<file path="src/design/itoa_pkg.sv">
// itoa_pkg: types, constants and character functions for the integer to ascii formatter
// no dependencies; used by the channel interfaces and the top level
`timescale 1ns / 1ps

package itoa_pkg;

	// format kinds carried on the cmd field
	localparam logic [1:0] CMD_DEC    = 2'd0;
	localparam logic [1:0] CMD_HEX_LO = 2'd1;
	localparam logic [1:0] CMD_HEX_UP = 2'd2;
	localparam logic [1:0] CMD_PTR    = 2'd3;

	localparam int CMD_W     = 2;
	localparam int VALUE_W   = 64;
	localparam int HEX_W     = 32;
	localparam int CHAR_W    = 8;
	localparam int NUM_DIGITS = 20;
	localparam int DIGIT_W   = 4;
	localparam int DIGBUF_W  = NUM_DIGITS * DIGIT_W;
	localparam int NDIG_W    = 5;
	localparam int BITCNT_W  = 6;
	localparam int PIDX_W    = 3;

	typedef enum logic [2:0] {
		ST_IDLE,
		ST_CONV,
		ST_SKIP,
		ST_PREFIX,
		ST_DIGITS
	} state_t;

	typedef enum logic [1:0] {
		PFX_NONE,
		PFX_MINUS,
		PFX_HEX,
		PFX_NIL
	} pfx_t;

	function automatic logic [CHAR_W-1:0] digit_char(input logic [DIGIT_W-1:0] d,
			input logic upper);
		logic [CHAR_W-1:0] c;
		if (d < 4'd10) begin
			c = 8'h30 + {4'h0, d};
		end else if (upper) begin
			c = 8'h41 + {4'h0, d} - 8'd10;
		end else begin
			c = 8'h61 + {4'h0, d} - 8'd10;
		end
		return c;
	endfunction

	function automatic logic [CHAR_W-1:0] prefix_char(input pfx_t k,
			input logic [PIDX_W-1:0] idx);
		logic [CHAR_W-1:0] c;
		c = 8'h00;
		unique case (k)
			PFX_MINUS: c = 8'h2d;
			PFX_HEX:   c = (idx == 3'd0) ? 8'h30 : 8'h78;
			PFX_NIL: begin
				unique case (idx)
					3'd0:    c = 8'h28;
					3'd1:    c = 8'h6e;
					3'd2:    c = 8'h69;
					3'd3:    c = 8'h6c;
					3'd4:    c = 8'h29;
					default: c = 8'h00;
				endcase
			end
			default: c = 8'h00;
		endcase
		return c;
	endfunction

	// index of the final character of each prefix
	function automatic logic [PIDX_W-1:0] prefix_last(input pfx_t k);
		logic [PIDX_W-1:0] n;
		unique case (k)
			PFX_HEX: n = 3'd1;
			PFX_NIL: n = 3'd4;
			default: n = 3'd0;
		endcase
		return n;
	endfunction

	// add-3 correction on every bcd digit ahead of the shift
	function automatic logic [DIGBUF_W-1:0] dabble_adjust(input logic [DIGBUF_W-1:0] d);
		logic [DIGBUF_W-1:0] r;
		r = d;
		for (int i = 0; i < NUM_DIGITS; i++) begin
			if (d[i*DIGIT_W +: DIGIT_W] >= 4'd5) begin
				r[i*DIGIT_W +: DIGIT_W] = d[i*DIGIT_W +: DIGIT_W] + 4'd3;
			end
		end
		return r;
	endfunction

endpackage

</file>
<file path="src/design/itoa_num_if.sv">
// itoa_num_if: input channel carrying one number and its format kind
// depends on itoa_pkg for field widths
`timescale 1ns / 1ps

interface itoa_num_if;
	logic                          valid;
	logic                          ready;
	logic [itoa_pkg::CMD_W-1:0]    cmd;
	logic [itoa_pkg::VALUE_W-1:0]  value;

	modport source (output valid, output cmd, output value, input ready);
	modport sink (input valid, input cmd, input value, output ready);
endinterface

</file>
<file path="src/design/itoa_char_if.sv">
// itoa_char_if: output channel carrying one ascii character and its last mark
// depends on itoa_pkg for field widths
`timescale 1ns / 1ps

interface itoa_char_if;
	logic                          valid;
	logic                          ready;
	logic [itoa_pkg::CHAR_W-1:0]   char_out;
	logic                          last;

	modport source (output valid, output char_out, output last, input ready);
	modport sink (input valid, input char_out, input last, output ready);
endinterface

</file>
<file path="src/design/integer_to_ascii_formatter_top.sv">
// integer_to_ascii_formatter_top: formats 64-bit decimal/pointer or 32-bit hex text
// depends on itoa_pkg, itoa_num_if and itoa_char_if
//
// channel  dir  payload          request moves
// number   in   cmd, value       one number to format
// chars    out  char_out, last   one character, last set on the final one
//
// decimal: 64 shift-add-3 steps in one shared bcd unit, then leading zero
// skip (one nibble a cycle), prefix and digits at one character a cycle while chars
// is not stalled. hex and pointer skip the conversion; a zero pointer gives (nil).
// number.ready is high only in idle; a stalled chars channel holds the sequencer.
// arst_n clears the sequencer and the output valid.
`timescale 1ns / 1ps

module integer_to_ascii_formatter_top (
	input  logic             clk,
	input  logic             arst_n,
	itoa_num_if.sink         number,
	itoa_char_if.source      chars
);

	itoa_pkg::state_t                   state_q, state_d;
	itoa_pkg::pfx_t                     pfx_q;
	logic [itoa_pkg::DIGBUF_W-1:0]      dig_q;
	logic [itoa_pkg::VALUE_W-1:0]       bin_q;
	logic [itoa_pkg::NDIG_W-1:0]        ndig_q;
	logic [itoa_pkg::BITCNT_W-1:0]      bitcnt_q;
	logic [itoa_pkg::PIDX_W-1:0]        pidx_q;
	logic                               upper_q;
	logic                               out_valid_q;
	logic [itoa_pkg::CHAR_W-1:0]        char_q;
	logic                               last_q;

	logic                               accept;
	logic                               out_free;
	logic                               emit;
	logic [itoa_pkg::CHAR_W-1:0]        emit_char;
	logic                               emit_last;
	logic                               skip_done;
	logic                               negative;
	logic [itoa_pkg::VALUE_W-1:0]       magnitude;
	logic [itoa_pkg::DIGIT_W-1:0]       top_digit;

	assign accept    = number.valid && number.ready;
	assign out_free  = !out_valid_q || chars.ready;
	assign negative  = number.value[itoa_pkg::VALUE_W-1];
	assign magnitude = negative ? (~number.value + 64'd1) : number.value;
	assign top_digit = dig_q[itoa_pkg::DIGBUF_W-1 -: itoa_pkg::DIGIT_W];
	assign skip_done = (top_digit != 4'h0) || (ndig_q == 5'd1);

	always_ff @(posedge clk or negedge arst_n) begin
		if (!arst_n) begin
			state_q <= itoa_pkg::ST_IDLE;
		end else begin
			state_q <= state_d;
		end
	end

	always_comb begin
		state_d      = state_q;
		number.ready = 1'b0;
		emit         = 1'b0;
		emit_char    = 8'h00;
		emit_last    = 1'b0;
		unique case (state_q)
			itoa_pkg::ST_IDLE: begin
				number.ready = 1'b1;
				if (number.valid) begin
					priority if (number.cmd == itoa_pkg::CMD_DEC) begin
						state_d = itoa_pkg::ST_CONV;
					end else if (number.cmd == itoa_pkg::CMD_PTR && number.value == 64'd0) begin
						state_d = itoa_pkg::ST_PREFIX;
					end else begin
						state_d = itoa_pkg::ST_SKIP;
					end
				end
			end
			itoa_pkg::ST_CONV: begin
				if (bitcnt_q == 6'd0) begin
					state_d = itoa_pkg::ST_SKIP;
				end
			end
			itoa_pkg::ST_SKIP: begin
				if (skip_done) begin
					state_d = (pfx_q != itoa_pkg::PFX_NONE) ? itoa_pkg::ST_PREFIX
						: itoa_pkg::ST_DIGITS;
				end
			end
			itoa_pkg::ST_PREFIX: begin
				emit_char = itoa_pkg::prefix_char(pfx_q, pidx_q);
				emit_last = (pfx_q == itoa_pkg::PFX_NIL) &&
					(pidx_q == itoa_pkg::prefix_last(pfx_q));
				if (out_free) begin
					emit = 1'b1;
					if (pidx_q == itoa_pkg::prefix_last(pfx_q)) begin
						state_d = (pfx_q == itoa_pkg::PFX_NIL) ? itoa_pkg::ST_IDLE
							: itoa_pkg::ST_DIGITS;
					end
				end
			end
			itoa_pkg::ST_DIGITS: begin
				emit_char = itoa_pkg::digit_char(top_digit, upper_q);
				emit_last = (ndig_q == 5'd1);
				if (out_free) begin
					emit = 1'b1;
					if (ndig_q == 5'd1) begin
						state_d = itoa_pkg::ST_IDLE;
					end
				end
			end
			default: state_d = itoa_pkg::ST_IDLE;
		endcase
	end

	// digit buffer, binary shifter and counters
	always_ff @(posedge clk) begin
		unique case (state_q)
			itoa_pkg::ST_IDLE: begin
				if (accept) begin
					ndig_q   <= itoa_pkg::NDIG_W'(itoa_pkg::NUM_DIGITS);
					pidx_q   <= '0;
					bitcnt_q <= '1;
					upper_q  <= (number.cmd == itoa_pkg::CMD_HEX_UP);
					bin_q    <= magnitude;
					priority if (number.cmd == itoa_pkg::CMD_DEC) begin
						dig_q <= '0;
						pfx_q <= negative ? itoa_pkg::PFX_MINUS : itoa_pkg::PFX_NONE;
					end else if (number.cmd == itoa_pkg::CMD_PTR) begin
						dig_q <= {16'h0000, number.value};
						pfx_q <= (number.value == 64'd0) ? itoa_pkg::PFX_NIL
							: itoa_pkg::PFX_HEX;
					end else begin
						dig_q <= {48'h0, number.value[itoa_pkg::HEX_W-1:0]};
						pfx_q <= itoa_pkg::PFX_NONE;
					end
				end
			end
			itoa_pkg::ST_CONV: begin
				{dig_q, bin_q} <= {itoa_pkg::dabble_adjust(dig_q), bin_q} << 1;
				bitcnt_q       <= bitcnt_q - 6'd1;
			end
			itoa_pkg::ST_SKIP: begin
				if (!skip_done) begin
					dig_q  <= dig_q << itoa_pkg::DIGIT_W;
					ndig_q <= ndig_q - 5'd1;
				end
			end
			itoa_pkg::ST_PREFIX: begin
				if (emit) begin
					pidx_q <= pidx_q + 3'd1;
				end
			end
			itoa_pkg::ST_DIGITS: begin
				if (emit) begin
					dig_q  <= dig_q << itoa_pkg::DIGIT_W;
					ndig_q <= ndig_q - 5'd1;
				end
			end
			default: ;
		endcase
	end

	// output register
	always_ff @(posedge clk or negedge arst_n) begin
		if (!arst_n) begin
			out_valid_q <= 1'b0;
		end else if (emit) begin
			out_valid_q <= 1'b1;
		end else if (chars.ready) begin
			out_valid_q <= 1'b0;
		end
	end

	always_ff @(posedge clk) begin
		if (emit) begin
			char_q <= emit_char;
			last_q <= emit_last;
		end
	end

	assign chars.valid    = out_valid_q;
	assign chars.char_out = char_q;
	assign chars.last     = last_q;

endmodule
</file>
<file path="src/flat_wrapper.sv">
// flat-port wrapper written by rule: the top's interface ports become plain ports
module integer_to_ascii_formatter_top_flat 
  (clk, arst_n, number_valid, number_cmd, number_value, number_ready, chars_valid, chars_char_out, chars_last, chars_ready);
  itoa_num_if number_i ();
  itoa_char_if chars_i ();
  input  logic clk;
  input  logic arst_n;
  input wire logic [$bits(number_i.valid)-1:0] number_valid;
  input wire logic [$bits(number_i.cmd)-1:0] number_cmd;
  input wire logic [$bits(number_i.value)-1:0] number_value;
  output wire logic [$bits(number_i.ready)-1:0] number_ready;
  output wire logic [$bits(chars_i.valid)-1:0] chars_valid;
  output wire logic [$bits(chars_i.char_out)-1:0] chars_char_out;
  output wire logic [$bits(chars_i.last)-1:0] chars_last;
  input wire logic [$bits(chars_i.ready)-1:0] chars_ready;
  assign number_i.valid = number_valid;
  assign number_i.cmd = number_cmd;
  assign number_i.value = number_value;
  assign number_ready = number_i.ready;
  assign chars_valid = chars_i.valid;
  assign chars_char_out = chars_i.char_out;
  assign chars_last = chars_i.last;
  assign chars_i.ready = chars_ready;
  integer_to_ascii_formatter_top u_core (.clk(clk), .arst_n(arst_n), .number(number_i), .chars(chars_i));
endmodule
</file>
<file path="config.mk">
export PLATFORM = sky130hd
export DESIGN_NAME = integer_to_ascii_formatter_top_flat
export DESIGN_NICKNAME = d
export VERILOG_FILES = /design/src/design/itoa_pkg.sv /design/src/design/itoa_num_if.sv /design/src/design/itoa_char_if.sv /design/src/design/integer_to_ascii_formatter_top.sv /design/src/flat_wrapper.sv
export SDC_FILE = /design/constraint.sdc
export NUM_CORES = 1
export LEC_CHECK = 0
export BUFFER_PORTS_ARGS = -buffer_cell sky130_fd_sc_hd__clkbuf_2
export CORE_MARGIN = 4
export CORE_UTILIZATION = 55
export CTS_BUF_LIST = sky130_fd_sc_hd__clkbuf_8 sky130_fd_sc_hd__clkbuf_16
export DETAILED_ROUTE_END_ITERATION = 8
export PLACE_DENSITY = 0.87
export SLEW_MARGIN = 20
export SYNTH_ARGS = -nofsm -noshare
export SYNTH_HDL_FRONTEND = slang
export SYNTH_SLANG_ARGS = --single-unit
export TNS_END_PERCENT = 50
</file>
<file path="constraint.sdc">
create_clock -name clk -period 5.1 [get_ports clk]
set_clock_uncertainty 0.1 [all_clocks]
set_input_delay 1.02 -clock clk [delete_from_list [all_inputs] [get_ports clk]]
set_output_delay 1.02 -clock clk [all_outputs]
set_load 0.01 [all_outputs]
</file>
==> results of run 1 <==
-- registers in the layout, indices dropped and copies added, names as in the netlist --
register,flops
u_core.state_q,3
u_core.bitcnt_q,6
u_core.chars.valid,1
u_core.upper_q,1
u_core.chars.char_out,7
u_core.ndig_q,5
u_core.pidx_q,3
u_core.pfx_q,2
u_core.bin_q,64
u_core.dig_q,80
u_core.chars.last,1
-- routing by layer --
metal,global-route usage (%),share of wire [%],wire length (um)
met5,0,0,0
met4,9.066,2.7,725
met3,5.509,8.0,2149
met2,39.20,48,12980
met1,31.96,41,10950
-- final cells by class --
type / count / area [um^2]
Tap cell: 265 / 331.6
Clock inverter: 14 / 215.2
Sequential cell: 173 / 5175
Multi-Input combinational cell: 886 / 5628
Inverter: 53 / 198.9
Timing Repair Buffer: 88 / 475.5
Fill cell: 1454 / 7254
Clock buffer: 18 / 439.2
-- power by group --
| group | total [mW] | leakage (nW) | switching (mW) | internal (mW) |
|---|---|---|---|---|
| logic | 3.33 | 2.60 | 2.05 | 1.28 |
| clock network | 1.46 | 0.305 | 0.576 | 0.883 |
| registers | 3.21 | 1.66 | 0.565 | 2.65 |
-- through the flow --
stage	instance area (um^2)	utilization (%)
finish	12460	63.21
global route	12460	63.21
CTS	12440	63.11
detailed placement	11790	59.79
global placement	11790	59.79
floorplan	11190	-
-- cells by family after synthesis --
| kind of cell | Yosys count |
|---|---|
| mux | 5 |
| simple gates | 389 |
| fa+ha+maj | 52 |
| other cells | 1 |
| buf+inv | 111 |
| compound gates | 351 |
| flops | 173 |
| xor+xnor | 88 |
-- layout by cell type (no fill, tap or decap), types with 26 or more instances in the layout --
master    count
clkbuf_2     79
nor3_1       26
edfxtp_1    169
xnor2_1      32
o31ai_1      27
a221o_1      44
ha_1         51
nor2_1      113
inv_1        52
a21oi_1     105
o21ai_0     112
nand2_1     124
xor2_1       56
-- how the worst min path moves through the flow --
stage | endpoint | slack (ns) | cells past startpoint
CTS | u_core.chars.valid | 0.28 | 1
finish | u_core.chars.valid | 0.28 | 1
detailed placement | u_core.bin_q[43] | 0.41 | 2
global placement | u_core.bin_q[39] | 0.40 | 2
floorplan | u_core.bin_q[10] | 0.40 | 2
global route | u_core.chars.valid | 0.26 | 1
-- critical path, stage by stage --
cell      delay (ns)
clkbuf_2        0.15
nor4_4          0.46
nand3_2         0.26
or3_1           0.74
o41ai_1         0.51
xor2_1          0.19
o21ai_0         0.10
==> summary.txt, run 1 <==
Synth
  • Sequential share of the synthesized area: a little under half
  • Warnings, synthesis: 0
  • Multiplexer area fraction after synthesis: 0.4810%
  • Post-synth top cells: 169 x edfxtp_1, 125 x nand2_1, 113 x nor2_1, 112 x o21ai_0, 106 x a21oi_1
  • Area share of the largest cell type after synthesis: a little under half
  • Ys async rst share: 2.312%
  • Avg Cell Area, Syn: 9.559 um^2
  • Synth area leader: edfxtp_1
  • EDFF count, synth: roughly 170
  • Ys flop type: edfxtp_1
  • Synth area leaders: edfxtp_1 45%, ha_1 5.7%, o21ai_0 5.0%
  • Cell count after synthesis: 1170
  • Largest family of logic cells by synthesized area: compound AO/OA/AOI/OAI gates
  • Post-Syn Area: 0.01118 mm^2
  • Post-Synth XOR/XNOR Area: 6.891%
  • Count leader, synth: edfxtp_1
  • Simple logic cell fraction of the synthesized area: 16.77%
  • Synth Area in Compound Gates: 19.97%
  • Synthesized flop and latch total: 173
  • Post-Syn Nets: 1291
  • Synth Area in Adders: under 10%
  • Synth unique cells: 60

Floorplan
  • Die area: 0.02268 mm^2
  • Io pins: 81
  • FP Rows: 51
  • Core area: 0.01972 mm^2
  • Initial core utilization: roughly 57%
  • Die Width: roughly 150 um
  • Die height: 150.6 um

Setup path
  • Reg-to-reg slack, setup: about 1.9 ns
  • CP Launch Type: primary input
  • Crit path kind: in2reg
  • RR Startpoint: u_core.ndig_q[1]
  • R2R Path End: u_core.dig_q[32]
  • Worst setup path end: u_core.bin_q[33]
  • Worst EP required: 5.15 ns
  • FF-to-FF path depth: 7
  • CP endpoint kind: register
  • Worst endpoint data arrival time: 3.44 ns
  • Crit path from: number_value[3]
  • Crit-path max FO: 17

Layout
  • Area Overhead vs Synth: 11.43%
  • Layout cell share with drive strength beyond 1: between 10% and 20%
  • Final nets: 1340
  • Non-Filler Instances: ~1500
  • N_diodes: 0

Place
  • Worst slack, placed: around 1.4 ns
  • Routability cong.: 0.8717
  • Placed Cells: about 1500
  • DP HPWL: 17.64 mm
  • Number of port buffers: 79

Timing
  • Slew headroom: a little over a third
  • Final worst path period share: 66.46%
  • Minimum clock period: 3.389 ns
  • Max Clk Rate: 295.0 MHz
  • Worst setup margin: 1.711 ns
  • Setup TNS: 0 ns
  • Final setup viols: 0
  • Fin. Hold Viols: 0
  • Slew Limit Fails: 0
  • Slew @ Worst Pin: between 0.9 and 1 ns
  • Unrepaired setup endpoints after global routing: false
  • Hold_ws: 0.2832 ns

Clocking
  • Inserted Clock Buffers: 17
  • Setup Fix Bufs, Post-CTS: 0
  • Hold-fix buffers, CTS: 0
  • Max clock buf depth: 2
  • Number of clock sinks: about 170
  • Clk root buf: clkbuf_16
  • Post-CTS Resized: 0
  • CTS clk-pin slew, worst paths: 0.07 ns
  • CTS tree: yes
  • Worst skew pair latency: 0.44 ns
  • H-tree levels: 4

Flow run
  • Number of max-cap violations: 0

Power
  • Lkg Pwr: about 4.6 nW
  • Pwr Density: 641.8 mW/mm^2
  • Maximum vdd drop: approximately 0.37 mV
  • Power, Total: 7.999 mW

Routing
  • Routed WL: 26.81 mm
  • Routed WL per cell: 17.91 um
  • Residual DRC count: 0
  • Via count: 9433
  • Post-DRT Antenna Nets: 0
  • Post-DR vias/cell: roughly 6.3
  • Starting DRT DRC Count: 901
  • First-pass DRT Iterations: 5

Global route
  • Overall Global Routing Usage: between 20 and 25%
  • Largest net degree at the start of global routing: 100
  • Total grt overflow: 0
  • First-pass GRT wire length: 44.21 mm
  • Vias in the first global route: 9073
  • Initial antenna violation count: 0

Run status
  • Status: finished clean

Min path
  • Hold Path Class: in2async
(Power assumes the default switching activity.)
==> run 2, diff against run 1 <==
clock period = 3 ns   (was 5.1 ns; I/O delays follow)
==> run 2 against run 1 <==
Combinational power up 77%. Flip-flop and latch count unchanged. Critical path depth unchanged. Sequential power up 69%. Register-to-register slack worse by 1.6 ns. Global-route usage up 0.99 points. First-iteration DRC count up 9.0%. Final cell count up 3.6%. Die area unchanged. Setup slack worse by 1.4 ns. Via count up 2.7%. Largest cell class unchanged. Highest routed layer unchanged.
==> summary.txt, run 2 (synthesis gave the netlist of run 1 again) <==
Run status
  • Status: finished clean

Routing
  • Via count: 9684 (+2.7%)
  • First-pass DRT Iterations: 8 (+3)
  • Starting DRT DRC Count: 982 (+9.0%)
  • Routed WL per cell: 17.90 um (about the same)
  • Routed WL: 27.76 mm (+3.6%)
  • Residual DRC count: 0 (unchanged)
  • Post-DR vias/cell: 6.244 (-0.91%)
  • Post-DRT Antenna Nets: 0 (unchanged)

Global route
  • Vias in the first global route: 9365 (+3.2%)
  • Routing usage on met2: 42.83% (+3.6 points)
  • Total grt overflow: 0 (unchanged)
  • First-pass GRT wire length: 46.09 mm (+4.3%)
  • Overall Global Routing Usage: 25.20% (+0.99 points)
  • GRT met1 Usage: 32.69% (+0.74 points)
  • Largest net degree at the start of global routing: 80 (-20%)
  • Grt peak-use layer: met2
  • Initial antenna violation count: 0 (unchanged)
  • Met3 Usage GRT: 4.244% (-1.3 points)

Layout
  • Final nets: 1394 (+4.0%)
  • Area Overhead vs Synth: 15.07%
  • Most flop-heavy register: u_core.dig_q
  • Flip-flop count of the largest register after layout: 80 (unchanged)
  • Layout cell share with drive strength beyond 1: 14.85% (+3.7 points)
  • N_diodes: 0 (unchanged)
  • Commonest non-fill, non-tap cells in the layout: 169 x edfxtp_1, 124 x nand2_1, 113 x nor2_1, 112 x o21ai_0, 105 x a21oi_1
  • Most common cell after layout, fill and taps aside: edfxtp_1

Clocking
  • CTS tree: yes
  • Clk root buf: clkbuf_16
  • Max clock buf depth: 2 (unchanged)
  • Worst skew pair latency: 0.43 ns (about the same)
  • Inserted Clock Buffers: 17 (unchanged)
  • CTS clk-pin slew, worst paths: 0.07 ns (about the same)
  • H-tree levels: 4 (unchanged)
  • Number of clock sinks: 173 (unchanged)

Floorplan
  • Die area: 0.02268 mm^2 (unchanged)
  • Io pins: 81 (unchanged)
  • Core area: 0.01972 mm^2 (unchanged)
  • Die Width: 150.6 um (unchanged)
  • FP Rows: 51 (unchanged)
  • Initial core utilization: 56.72% (unchanged)
  • Die height: 150.6 um (unchanged)

Setup path
  • Worst setup path end: u_core.bin_q[36]
  • Crit path from: number_value[28]
  • Crit path kind: in2reg
  • Worst endpoint data arrival time: 2.79 ns (-0.65 ns)
  • CP endpoint kind: register
  • R2R Path End: u_core.dig_q[31]
  • CP Launch Type: primary input
  • FF-to-FF path depth: 7 (unchanged)
  • Worst EP required: 3.08 ns (-2.07 ns)
  • Reg-to-reg slack, setup: 0.35 ns (-1.57 ns)
  • RR Startpoint: u_core.ndig_q[0]
  • Crit-path max FO: 8 (-9)

Min path
  • Hold Path Class: in2async

Timing
  • Final setup viols: 0 (unchanged)
  • Minimum clock period: 2.706 ns
  • Slew Limit Fails: 0 (unchanged)
  • Max Clk Rate: about 370 MHz
  • Final worst path period share: between 90% and 100%
  • Unrepaired setup endpoints after global routing: false
  • Slew headroom: 57.17% (+21 points)
  • Slew @ Worst Pin: 0.6390 ns (-0.3023 ns)
  • Worst setup margin: 0.2943 ns (-1.416 ns)
  • Fin. Hold Viols: 0 (unchanged)

Place
  • Routability cong.: 0.9060 (+3.9%)
  • Number of port buffers: 79 (unchanged)
  • Worst slack, placed: -0.1448 ns (-1.541 ns)
  • DP HPWL: 19.22 mm (+9.0%)

Flow run
  • Number of max-cap violations: 0 (unchanged)

Power
  • Lkg Pwr: 4.831 nW (+5.7%)
  • Maximum vdd drop: 0.6740 mV (+81%)
  • Pwr Density: 1061 mW/mm^2 (+65%)
  • Power, Total: 13.66 mW (+71%)
run 2: changes by cell type in the layout (fill, tap and decap cells not counted), sizes merged:
cell,before,now
buf,9,62
clkinv,3,6
dlygate4sd3,0,1
clkbuf,97,98
clkinvlp,5,3
bufinv,5,3
run 2: routing by layer:
layer  wire length, um  vias to the layer above
met4               637                        0
met3              2453                       66
met2             13810                      501
li1                  -                     4536
met1             10860                     4581
met5                 0                        -
run 2: area by class of cell:
type	count	area, um^2
Multi-Input combinational cell	886	5628
Fill cell	1499	6848
Timing Repair Buffer	142	920.9
Inverter	53	198.9
Tap cell	265	331.6
Sequential cell	173	5175
Clock buffer	19	452.9
Clock inverter	13	162.7
run 2: timing repair:
item,in CTS,in global routing
hold buffers,1,0
hold endpoints to repair,4,0
buffers inserted,0,0
gates resized for setup,0,0
run 2: worst min path at each step:
stage | startpoint | slack, ns | end
4_1_cts | arst_n | 0.40 | u_core.chars.valid
2_1_floorplan | arst_n | 0.20 | u_core.chars.valid
5_1_grt | arst_n | 0.39 | u_core.chars.valid
3_5_place_dp | arst_n | 0.32 | u_core.chars.valid
3_3_place_gp | arst_n | 0.32 | u_core.chars.valid
6_report | arst_n | 0.40 | u_core.chars.valid
run 2: report_power, final:
part | switching, mW | internal, mW | total [mW]
clock network | 0.976 | 1.36 | 2.33
registers | 0.938 | 4.48 | 5.42
logic | 3.57 | 2.34 | 5.90
run 2: critical path, stage by stage:
cell and delay [ns]:
clkbuf_2 0.09, or4_1 0.56, or3_4 0.37, or3_1 0.48, o31a_1 0.30, xor2_1 0.14
mux2_2 0.26
run 2: metrics by stage:
| step | area [um^2] | instances | hold WS [ns] | TNS (ns) | utilization (%) |
|---|---|---|---|---|---|
| detailed placement | 12240 | 1518 | 0.3206 | -0.6325 | 62.10 |
| CTS | 12870 | 1551 | 0.3982 | 0 | 65.27 |
| global route | 12870 | 1551 | 0.3939 | 0 | 65.27 |
| floorplan | 11190 | 1170 | 0.2044 | 0 | - |
| finish | 12870 | 1551 | 0.4046 | 0 | 65.27 |
| global placement | 12240 | 1518 | 0.3201 | -0.1118 | 62.10 |
